--- config.mk ---
export PLATFORM = sky130hd
export DESIGN_NAME = page_table_lru_translate
export DESIGN_NICKNAME = d
export VERILOG_FILES = /design/src/rtl/core/ptlru_pkg.sv /design/src/rtl/core/ptlru_csr.sv /design/src/rtl/core/ptlru_victim.sv /design/src/rtl/core/page_table_lru_translate.sv
export SDC_FILE = /design/constraint.sdc
export NUM_CORES = 2
export LEC_CHECK = 0
export BUFFER_PORTS_ARGS = -buffer_cell sky130_fd_sc_hd__buf_2
export CORE_MARGIN = 5
export CORE_UTILIZATION = 65
export DETAILED_ROUTE_END_ITERATION = 10
export PLACE_DENSITY_LB_ADDON = 0.08
export SLEW_MARGIN = 40
export SYNTH_ARGS = -nofsm -noshare
export SYNTH_HDL_FRONTEND = slang
export SYNTH_SLANG_ARGS = --single-unit
export TNS_END_PERCENT = 1
--- constraint.sdc ---
create_clock -name clock -period 17.24 [get_ports clock]
set_input_delay 0.862 -clock clock [delete_from_list [all_inputs] [get_ports clock]]
set_output_delay 0.862 -clock clock [all_outputs]
set_load 0.005 [all_outputs]
--- src/rtl/core/ptlru_pkg.sv ---
package ptlru_pkg;

   localparam int VIRTUAL_PAGES   = 64;
   localparam int PAGE_W          = $clog2(VIRTUAL_PAGES);
   localparam int PHYSICAL_FRAMES = 16;
   localparam int FRAME_W         = $clog2(PHYSICAL_FRAMES);
   localparam int FUSED_W         = $clog2(PHYSICAL_FRAMES + 1);
   localparam int OFFSET_MAX_BITS = 12;
   localparam int OFFSET_W        = 12;
   localparam int ADDR_W          = 16;
   localparam int TS_W            = 32;
   localparam int LIMIT_W         = 5;
   localparam int OWIDTH_W        = 4;
   localparam int CSR_DATA_W      = 32;
   localparam int CSR_ADDR_W      = 3;
   localparam int LIMIT_RESET     = 16;
   localparam int OWIDTH_RESET    = 8;

   typedef enum logic [0:0] {
      REG_FRAME_LIMIT  = 1'b0,
      REG_OFFSET_WIDTH = 1'b1
   } reg_index_type;

   typedef enum logic [2:0] {
      ST_IDLE,
      ST_LOOKUP,
      ST_DECIDE,
      ST_SCAN,
      ST_EVICT
   } state_type;

   // effective configuration, already saturated
   typedef struct packed {
      logic [FUSED_W-1:0]  limit;
      logic [OWIDTH_W-1:0] owidth;
   } cfg_type;

   // one candidate frame presented to the lru compare unit
   typedef struct packed {
      logic               clear;
      logic               valid;
      logic [FRAME_W-1:0] frame;
      logic [PAGE_W-1:0]  owner;
      logic               owner_valid;
   } cand_type;

   typedef struct packed {
      logic               found;
      logic [FRAME_W-1:0] frame;
      logic [PAGE_W-1:0]  owner;
   } victim_type;

endpackage

--- src/rtl/core/ptlru_csr.sv ---
module ptlru_csr (
   input  logic                                  clock,
   input  logic                                  reset,
   input  logic                                  psel,
   input  logic                                  penable,
   input  logic                                  pwrite,
   input  logic [ptlru_pkg::CSR_ADDR_W-1:0]      paddr,
   input  logic [ptlru_pkg::CSR_DATA_W-1:0]      pwdata,
   output logic [ptlru_pkg::CSR_DATA_W-1:0]      prdata,
   output logic                                  pready,
   output ptlru_pkg::cfg_type                    cfg
);

   logic [ptlru_pkg::LIMIT_W-1:0]  frame_limit_ff, frame_limit_in;
   logic [ptlru_pkg::OWIDTH_W-1:0] offset_width_ff, offset_width_in;
   ptlru_pkg::reg_index_type       sel;
   logic                           wr_en;

   assign pready = 1'b1;
   assign sel    = ptlru_pkg::reg_index_type'(paddr[ptlru_pkg::CSR_ADDR_W-1]);
   assign wr_en  = psel && penable && pwrite && pready;

   always_comb begin
      frame_limit_in  = frame_limit_ff;
      offset_width_in = offset_width_ff;
      if (wr_en) begin
         unique case (sel)
            ptlru_pkg::REG_FRAME_LIMIT: begin
               frame_limit_in = pwdata[ptlru_pkg::LIMIT_W-1:0];
            end
            ptlru_pkg::REG_OFFSET_WIDTH: begin
               offset_width_in = pwdata[ptlru_pkg::OWIDTH_W-1:0];
            end
         endcase
      end
   end

   always_ff @(posedge clock) begin
      if (reset) begin
         frame_limit_ff  <= ptlru_pkg::LIMIT_W'(ptlru_pkg::LIMIT_RESET);
         offset_width_ff <= ptlru_pkg::OWIDTH_W'(ptlru_pkg::OWIDTH_RESET);
      end else begin
         frame_limit_ff  <= frame_limit_in;
         offset_width_ff <= offset_width_in;
      end
   end

   always_comb begin
      unique case (sel)
         ptlru_pkg::REG_FRAME_LIMIT: begin
            prdata = ptlru_pkg::CSR_DATA_W'(frame_limit_ff);
         end
         ptlru_pkg::REG_OFFSET_WIDTH: begin
            prdata = ptlru_pkg::CSR_DATA_W'(offset_width_ff);
         end
      endcase
   end

   // saturate to the usable ranges
   always_comb begin
      if (frame_limit_ff == '0) begin
         cfg.limit = ptlru_pkg::FUSED_W'(1);
      end else if (frame_limit_ff > ptlru_pkg::LIMIT_W'(ptlru_pkg::PHYSICAL_FRAMES)) begin
         cfg.limit = ptlru_pkg::FUSED_W'(ptlru_pkg::PHYSICAL_FRAMES);
      end else begin
         cfg.limit = ptlru_pkg::FUSED_W'(frame_limit_ff);
      end
      if (offset_width_ff > ptlru_pkg::OWIDTH_W'(ptlru_pkg::OFFSET_MAX_BITS)) begin
         cfg.owidth = ptlru_pkg::OWIDTH_W'(ptlru_pkg::OFFSET_MAX_BITS);
      end else begin
         cfg.owidth = offset_width_ff;
      end
   end

endmodule

--- src/rtl/core/ptlru_victim.sv ---
module ptlru_victim (
   input  logic                              clock,
   input  logic                              reset,
   input  ptlru_pkg::cand_type               cand,
   input  logic [ptlru_pkg::TS_W-1:0]        cand_time,
   output ptlru_pkg::victim_type             victim
);

   logic                             found_ff, found_in;
   logic [ptlru_pkg::FRAME_W-1:0]    best_frame_ff, best_frame_in;
   logic [ptlru_pkg::PAGE_W-1:0]     best_owner_ff, best_owner_in;
   logic [ptlru_pkg::TS_W-1:0]       best_time_ff, best_time_in;
   logic                             take;

   // strict less-than keeps the lowest frame on equal times
   assign take = cand.valid && cand.owner_valid && (!found_ff || (cand_time < best_time_ff));

   always_comb begin
      found_in      = found_ff;
      best_frame_in = best_frame_ff;
      best_owner_in = best_owner_ff;
      best_time_in  = best_time_ff;
      if (cand.clear) begin
         found_in = 1'b0;
      end else if (take) begin
         found_in      = 1'b1;
         best_frame_in = cand.frame;
         best_owner_in = cand.owner;
         best_time_in  = cand_time;
      end
   end

   always_ff @(posedge clock) begin
      if (reset) begin
         found_ff <= 1'b0;
      end else begin
         found_ff <= found_in;
      end
   end

   always_ff @(posedge clock) begin
      best_frame_ff <= best_frame_in;
      best_owner_ff <= best_owner_in;
      best_time_ff  <= best_time_in;
   end

   assign victim.found = found_ff;
   assign victim.frame = best_frame_ff;
   assign victim.owner = best_owner_ff;

endmodule

--- src/rtl/core/page_table_lru_translate.sv ---
// Page table with lru replacement. A request is taken when start is high and busy is low;
// one result follows on the rsp_ ports, marked by rsp_valid for a single cycle, and cannot
// be held off. A hit, or a fault while a free frame remains, passes through the lookup and
// decide states and then strobes its result. A fault with every allowed frame in use
// walks the frames in use through one shared compare unit, one frame per cycle over the
// frame owner and last-use memories, before the evict state. The result is strobed in the
// first cycle that busy is low again, so a new request may be given in that cycle. The
// user must write configuration through the psel/penable port only while busy is low and
// no result is pending; the block itself does not enforce it.
module page_table_lru_translate (
   input  logic                                  clock,
   input  logic                                  reset,
   input  logic                                  start,
   output logic                                  busy,
   input  logic [ptlru_pkg::PAGE_W-1:0]          req_page_number,
   input  logic                                  req_write_access,
   input  logic [ptlru_pkg::OFFSET_W-1:0]        req_offset,
   input  logic [ptlru_pkg::TS_W-1:0]            req_timestamp,
   output logic                                  rsp_valid,
   output logic                                  rsp_hit,
   output logic [ptlru_pkg::FRAME_W-1:0]         rsp_frame,
   output logic [ptlru_pkg::ADDR_W-1:0]          rsp_phys_addr,
   output logic                                  rsp_evicted,
   output logic                                  rsp_victim_dirty,
   output logic [ptlru_pkg::PAGE_W-1:0]          rsp_victim_page,
   input  logic                                  psel,
   input  logic                                  penable,
   input  logic                                  pwrite,
   input  logic [ptlru_pkg::CSR_ADDR_W-1:0]      paddr,
   input  logic [ptlru_pkg::CSR_DATA_W-1:0]      pwdata,
   output logic [ptlru_pkg::CSR_DATA_W-1:0]      prdata,
   output logic                                  pready
);

   localparam int PAGES  = ptlru_pkg::VIRTUAL_PAGES;
   localparam int FRAMES = ptlru_pkg::PHYSICAL_FRAMES;
   localparam int PW     = ptlru_pkg::PAGE_W;
   localparam int FW     = ptlru_pkg::FRAME_W;
   localparam int UW     = ptlru_pkg::FUSED_W;
   localparam int AW     = ptlru_pkg::ADDR_W;
   localparam int TW     = ptlru_pkg::TS_W;

   ptlru_pkg::cfg_type    cfg;
   ptlru_pkg::state_type  state_ff, state_in;
   ptlru_pkg::cand_type   cand;
   ptlru_pkg::victim_type victim;

   // request registers
   logic [PW-1:0]                 page_ff;
   logic                          wr_ff;
   logic [ptlru_pkg::OFFSET_W-1:0] off_ff;
   logic [TW-1:0]                 ts_ff;
   logic                          accept;

   // page state
   logic [PAGES-1:0] valid_ff, valid_in;
   logic [PAGES-1:0] dirty_ff, dirty_in;
   logic [UW-1:0]    frames_used_ff, frames_used_in;

   // memories
   logic [FW-1:0] pf_mem [PAGES];
   logic [TW-1:0] lu_mem [PAGES];
   logic [PW-1:0] fo_mem [FRAMES];
   logic [FW-1:0] pf_rdata_ff;
   logic [TW-1:0] lu_rdata_ff;
   logic [PW-1:0] fo_rdata_ff;

   // scan pipeline
   logic [UW-1:0] scan_idx_ff, scan_idx_in;
   logic          s1_vld_ff;
   logic [FW-1:0] s1_idx_ff;
   logic          s2_vld_ff;
   logic [FW-1:0] s2_idx_ff;
   logic [PW-1:0] s2_owner_ff;
   logic          s2_ovalid_ff;

   // decisions
   logic          hit_now, alloc_now, evict_now, finish_now;
   logic          issue, scan_done, go_scan;
   logic [FW-1:0] res_frame;
   logic [AW-1:0] addr_mask, res_addr;

   // result registers
   logic          rsp_valid_ff;
   logic          rsp_hit_ff;
   logic [FW-1:0] rsp_frame_ff;
   logic [AW-1:0] rsp_phys_addr_ff;
   logic          rsp_evicted_ff;
   logic          rsp_victim_dirty_ff;
   logic [PW-1:0] rsp_victim_page_ff;

   ptlru_csr u_csr (
      .clock   (clock),
      .reset   (reset),
      .psel    (psel),
      .penable (penable),
      .pwrite  (pwrite),
      .paddr   (paddr),
      .pwdata  (pwdata),
      .prdata  (prdata),
      .pready  (pready),
      .cfg     (cfg)
   );

   ptlru_victim u_victim (
      .clock     (clock),
      .reset     (reset),
      .cand      (cand),
      .cand_time (lu_rdata_ff),
      .victim    (victim)
   );

   assign busy   = (state_ff != ptlru_pkg::ST_IDLE);
   assign accept = start && !busy;

   // fsm outputs
   always_comb begin
      hit_now   = 1'b0;
      alloc_now = 1'b0;
      evict_now = 1'b0;
      go_scan   = 1'b0;
      issue     = 1'b0;
      scan_done = 1'b0;
      unique case (state_ff)
         ptlru_pkg::ST_DECIDE: begin
            if (valid_ff[page_ff]) begin
               hit_now = 1'b1;
            end else if (frames_used_ff < cfg.limit) begin
               alloc_now = 1'b1;
            end else begin
               go_scan = 1'b1;
            end
         end
         ptlru_pkg::ST_SCAN: begin
            issue     = (scan_idx_ff < frames_used_ff);
            scan_done = !issue && !s1_vld_ff;
         end
         ptlru_pkg::ST_EVICT: begin
            evict_now = 1'b1;
         end
         ptlru_pkg::ST_IDLE, ptlru_pkg::ST_LOOKUP: begin
         end
         default: begin
         end
      endcase
      finish_now = hit_now || alloc_now || evict_now;
   end

   // fsm next state
   always_comb begin
      state_in = state_ff;
      unique case (state_ff)
         ptlru_pkg::ST_IDLE: begin
            if (accept) state_in = ptlru_pkg::ST_LOOKUP;
         end
         ptlru_pkg::ST_LOOKUP: begin
            state_in = ptlru_pkg::ST_DECIDE;
         end
         ptlru_pkg::ST_DECIDE: begin
            state_in = go_scan ? ptlru_pkg::ST_SCAN : ptlru_pkg::ST_IDLE;
         end
         ptlru_pkg::ST_SCAN: begin
            if (scan_done) state_in = ptlru_pkg::ST_EVICT;
         end
         ptlru_pkg::ST_EVICT: begin
            state_in = ptlru_pkg::ST_IDLE;
         end
         default: begin
            state_in = ptlru_pkg::ST_IDLE;
         end
      endcase
   end

   always_ff @(posedge clock) begin
      if (reset) begin
         state_ff <= ptlru_pkg::ST_IDLE;
      end else begin
         state_ff <= state_in;
      end
   end

   always_ff @(posedge clock) begin
      if (accept) begin
         page_ff <= req_page_number;
         wr_ff   <= req_write_access;
         off_ff  <= req_offset;
         ts_ff   <= req_timestamp;
      end
   end

   // frame chosen for this request
   always_comb begin
      priority if (hit_now) begin
         res_frame = pf_rdata_ff;
      end else if (alloc_now) begin
         res_frame = frames_used_ff[FW-1:0];
      end else if (victim.found) begin
         res_frame = victim.frame;
      end else begin
         res_frame = '0;
      end
   end

   assign addr_mask = (AW'(1) << cfg.owidth) - AW'(1);
   assign res_addr  = (AW'(res_frame) << cfg.owidth) | (AW'(off_ff) & addr_mask);

   // valid / dirty bits and frame count
   always_comb begin
      valid_in       = valid_ff;
      dirty_in       = dirty_ff;
      frames_used_in = frames_used_ff;
      if (hit_now && wr_ff) begin
         dirty_in[page_ff] = 1'b1;
      end
      if (evict_now && victim.found) begin
         valid_in[victim.owner] = 1'b0;
         dirty_in[victim.owner] = 1'b0;
      end
      if (alloc_now || evict_now) begin
         valid_in[page_ff] = 1'b1;
         dirty_in[page_ff] = wr_ff;
      end
      if (alloc_now) begin
         frames_used_in = frames_used_ff + UW'(1);
      end
   end

   always_ff @(posedge clock) begin
      if (reset) begin
         valid_ff       <= '0;
         dirty_ff       <= '0;
         frames_used_ff <= '0;
      end else begin
         valid_ff       <= valid_in;
         dirty_ff       <= dirty_in;
         frames_used_ff <= frames_used_in;
      end
   end

   // page frame memory
   always_ff @(posedge clock) begin
      if (alloc_now || evict_now) begin
         pf_mem[page_ff] <= res_frame;
      end
      pf_rdata_ff <= pf_mem[page_ff];
   end

   // last-use memory, read by owner during the scan
   always_ff @(posedge clock) begin
      if (finish_now) begin
         lu_mem[page_ff] <= ts_ff;
      end
      lu_rdata_ff <= lu_mem[fo_rdata_ff];
   end

   // frame owner memory, read by scan index
   always_ff @(posedge clock) begin
      if (alloc_now || evict_now) begin
         fo_mem[res_frame] <= page_ff;
      end
      fo_rdata_ff <= fo_mem[scan_idx_ff[FW-1:0]];
   end

   // scan sequencer: frame index -> owner -> last-use time -> compare
   always_comb begin
      scan_idx_in = scan_idx_ff;
      if (state_ff == ptlru_pkg::ST_DECIDE) begin
         scan_idx_in = '0;
      end else if (issue) begin
         scan_idx_in = scan_idx_ff + UW'(1);
      end
   end

   always_ff @(posedge clock) begin
      if (reset) begin
         scan_idx_ff <= '0;
         s1_vld_ff   <= 1'b0;
         s2_vld_ff   <= 1'b0;
      end else begin
         scan_idx_ff <= scan_idx_in;
         s1_vld_ff   <= issue;
         s2_vld_ff   <= s1_vld_ff;
      end
   end

   always_ff @(posedge clock) begin
      s1_idx_ff    <= scan_idx_ff[FW-1:0];
      s2_idx_ff    <= s1_idx_ff;
      s2_owner_ff  <= fo_rdata_ff;
      s2_ovalid_ff <= valid_ff[fo_rdata_ff];
   end

   always_comb begin
      cand.clear       = (state_ff == ptlru_pkg::ST_DECIDE);
      cand.valid       = s2_vld_ff;
      cand.frame       = s2_idx_ff;
      cand.owner       = s2_owner_ff;
      cand.owner_valid = s2_ovalid_ff;
   end

   // result registers
   always_ff @(posedge clock) begin
      if (reset) begin
         rsp_valid_ff <= 1'b0;
      end else begin
         rsp_valid_ff <= finish_now;
      end
   end

   always_ff @(posedge clock) begin
      if (finish_now) begin
         rsp_hit_ff       <= hit_now;
         rsp_frame_ff     <= res_frame;
         rsp_phys_addr_ff <= res_addr;
         if (evict_now && victim.found) begin
            rsp_evicted_ff      <= 1'b1;
            rsp_victim_dirty_ff <= dirty_ff[victim.owner];
            rsp_victim_page_ff  <= victim.owner;
         end else begin
            rsp_evicted_ff      <= 1'b0;
            rsp_victim_dirty_ff <= 1'b0;
            rsp_victim_page_ff  <= '0;
         end
      end
   end

   assign rsp_valid        = rsp_valid_ff;
   assign rsp_hit          = rsp_hit_ff;
   assign rsp_frame        = rsp_frame_ff;
   assign rsp_phys_addr    = rsp_phys_addr_ff;
   assign rsp_evicted      = rsp_evicted_ff;
   assign rsp_victim_dirty = rsp_victim_dirty_ff;
   assign rsp_victim_page  = rsp_victim_page_ff;

   a_rsp_when_idle: assert property (@(posedge clock) disable iff (reset)
      rsp_valid |-> !busy)
      else $error("result strobed while busy");

   a_accept_busy: assert property (@(posedge clock) disable iff (reset)
      (start && !busy) |=> (busy && !rsp_valid))
      else $error("accepted request did not make the block busy");

   a_frames_bound: assert property (@(posedge clock) disable iff (reset)
      frames_used_ff <= UW'(FRAMES))
      else $error("frame count beyond frame store");

   a_evict_fault: assert property (@(posedge clock) disable iff (reset)
      (rsp_valid && (rsp_hit || !rsp_evicted)) |->
         (!rsp_evicted && !rsp_victim_dirty && (rsp_victim_page == '0)))
      else $error("victim details without an eviction");

endmodule
==> impl_metrics.csv <==
group,metric,value,unit
synth,netlist_instances,5263,
timing,maxSlewViolCount,0,
cells_and_area,layout-drive-gt1-share,26.2,%
clock_network,clk_latency,0.93,ns
synth,async_flop_share,0,%
synth,seq_area_frac_synth,75.4,%
synth,synth_xor_area_share,0.0743,%
synth,synth_top_cell_by_area,"edfxtp_1",
timing,hold_viol,0,
route,ant_nets,0,
route,drt_wl_total,266000,um
floorplanning,initial_core_util,65.3,%
placed_design,dp_cells,7416,
cells_and_area,final_core_util,73.1,%
clock_network,numCtsBuffers,286,
critical_path,slowest_stage,"buf_4",
synth,synth_top_family_by_area,"multiplexers",
synth,synthTopCellsByArea,"edfxtp_1 71%, mux4_2 15%, dfxtp_1 4.0%, nand2_1 0.98%, a22oi_1 0.85%",
placed_design,post-place-ws,11.79,ns
cells_and_area,design_area,119000,um^2
route,num_vias,54744,
floorplanning,io_pins,156,
grt,grt.overflow.total,0,
clock_network,htreeDepth,5,
synth,synth_area,106000,um^2
critical_path,cp_cell_sequence,"buf_4, mux2_2, a221oi_2, o21ai_1, a41oi_2, nand4_4, nand2_4, inv_1, nor2_4, buf_16, buf_4, inv_1, buf_4, and3_2, buf_4",
route,drc,0,
power_and_ir_drop,peakVddDrop,130,uV
critical_path,startpoint,"page_ff[2]$_DFFE_PP_",
synth,syn_avg_cell_area,20.2,um^2
timing,final.setup.worst_slack,11.60,ns
clock_network,root_buffer,"clkbuf_16",
timing,tns,0,ns
clock_network,ctsHoldBuffers,0,
synth,synth_compound_area_share,3.46,%
placed_design,detailedPlacementHpwl,142000,um
route,via_per_inst,6.93,
synth,yosys.area_share.simple,3.06,%
placed_design,place_area,110000,um^2
synth,synth_edf_count,2522,
grt,grtUsageTotal,31.2,%
synth,synth-adder-area-share,0.495,%
synth,synth_top_area_share,71.4,%
floorplanning,core,163000,um^2
cells_and_area,area_growth,12.0,%
timing,fmax,177,MHz
synth,yosysMostFrequentCell,"edfxtp_1",
placed_design,globalplace.congestion,0.949,
critical_path,end_kind,"register",
grt,grt_pass1_vias,54491,
synth,synth_flop_cell,"edfxtp_1",
critical_path,cp_common_cell,"buf_4",
cells_and_area,fill_cells,9366,
synth,synth.ff_latch_count,2733,
critical_path,crit_type,"reg -> reg",
floorplanning,num_rows,148,
power_and_ir_drop,leakagePower,0.0375,uW
timing,rsz0062_at_grt,"false",
route,first_pass_iters,6,
route,wl_per_cell,33.7,um
synth,synthMuxAreaShare,15.9,%
run_status,status,"completed",
floorplanning,fp.dieH,414,um
worst_hold_path,holdCritStartpoint,"req_timestamp[13]",
clock_network,path_clk_slew,0.06,ns
critical_path,start_kind,"register",
grt,grt_max_degree,138,
critical_path,critPathArrivalTime,6.17,ns
clock_network,cts_setup_buffers,0,
timing,finalClockSkew,0.0491,ns
grt,grt_pass1_wl,384000,um
critical_path,reg2reg_from,"page_ff[2]$_DFFE_PP_",
timing,finalSetupViolations,0,
clock_network,tritoncts,"built",
clock_network,post_cts_resized,0,
clock_network,clk_path_buf_depth,4,
cells_and_area,layout.nets,5667,
synth,synth.top_cells.by_count,"2522 x edfxtp_1, 722 x mux4_2, 278 x nand2_1",
timing,period_needed,5.64,ns
worst_hold_path,hold_class,"in -> reg",
critical_path,crit_fanout,49,
timing,finalCritPeriodShare,32.7,%
cells_and_area,final_cells,7899,
route,drtIter0Drc,7742,
floorplanning,die_w,414,um
clock_network,clock_sinks,2733,
floorplanning,die_area,171000,um^2
synth,yosysWarnings,0,
job,drv_cap,0,
timing,slew-limit-headroom,40.4,%
grt,antenna_found_initial,15,
power_and_ir_drop,cellPowerDensity,114,nW/um^2
placed_design,port_buffers,98,
synth,synth.distinct_cells,80,
timing,worst_pin_slew,0.894,ns
critical_path,crit_required,17.77,ns
critical_path,max_stage_delay,0.53,ns
==> layer usage <==
metal | track usage, % | vias up | wire, um
met3 | 7.55 | 529 | 31400
li1 | - | 22153 | -
met2 | 47.3 | 3492 | 125000
met5 | 0 | - | 13
met4 | 8.55 | 2 | 7120
met1 | 46.8 | 28568 | 102000
==> cells in the final DEF, fill, tap and decap left out, drive strengths merged, types with 26 or more instances in the layout <==
master  instances
clkinv         88
a221oi         26
a22oi         121
nand2         279
clkbuf        367
buf           285
inv           101
o211ai         39
o21ai          57
a21oi         170
mux2i          34
nand4          31
mux4          722
nor2          228
edfxtp       2522
nand3          71
dfxtp         211
conb           28
ha             42
==> worst max-delay path, delay by kind of cell (launching register included) <==
family | cells | cell delay, ns
flip-flops | 1 | 0.32
multiplexers | 1 | 0.43
AND/OR/NAND/NOR | 4 | 1.29
buffers and inverters | 7 | 2.04
AO/OA/AOI/OAI | 3 | 0.94
==> per-stage QoR <==
stage	hold slack, ns	power [uW]
final	0.111	13600
after global routing	0.0738	14000
after CTS	0.0458	13600
after detailed placement	0.312	7920
after global placement	0.310	7910
after floorplan	0.310	7730
==> power by group <==
group | switching (uW) | internal [uW]
registers | 18.8 | 7280
clock network | 2400 | 3370
logic | 333 | 163
==> cells by family (layout without fill, tap and decap cells) <==
family / Yosys count / after routing
flops: 2733 / 2733
mux: 773 / 773
simple gates: 727 / 727
compound gates: 546 / 546
buf+inv: 431 / 864
fa+ha+maj: 42 / 42
xor+xnor: 9 / 9
other cells: 2 / 30
==> path summary, 6_finish.rpt <==
check	endpoint	slack [ns]	cells after the start
setup / recovery	lu_mem[57][9]$_DFFE_PP_	11.60	15
hold / removal	ts_ff[13]$_DFFE_PP_	0.11	1
setup reg to reg	lu_mem[57][9]$_DFFE_PP_	11.60	15
hold reg to reg	s2_idx_ff[1]$_DFF_P_	0.33	0
==> final cells by class <==
type                    instances  area [um^2]  area share [%]
clock inverters               110          921           0.775
flip-flops and latches       2733        80000            67.3
clock buffers                 367         7690            6.47
diodes                          2         5.00         0.00421
multi-input cells            2125        25000            21.1
repair buffers                285         2120            1.79
well taps                    2175         2720            2.29
inverters                     102          385           0.324
==> flip-flops by register name (all words and copies together) (netlist names), 6 cells and up <==
register and count:
lu_mem 2048, pf_mem 256, fo_mem 96, dirty_ff 64, valid_ff 64, lu_rdata_ff 32
ts_ff 32, u_victim.best_time_ff 32, rsp_phys_addr 16, off_ff 12, fo_rdata_ff 6, page_ff 6
rsp_victim_page 6, s2_owner_ff 6, u_victim.best_owner_ff 6
(Power assumes the default switching activity.)
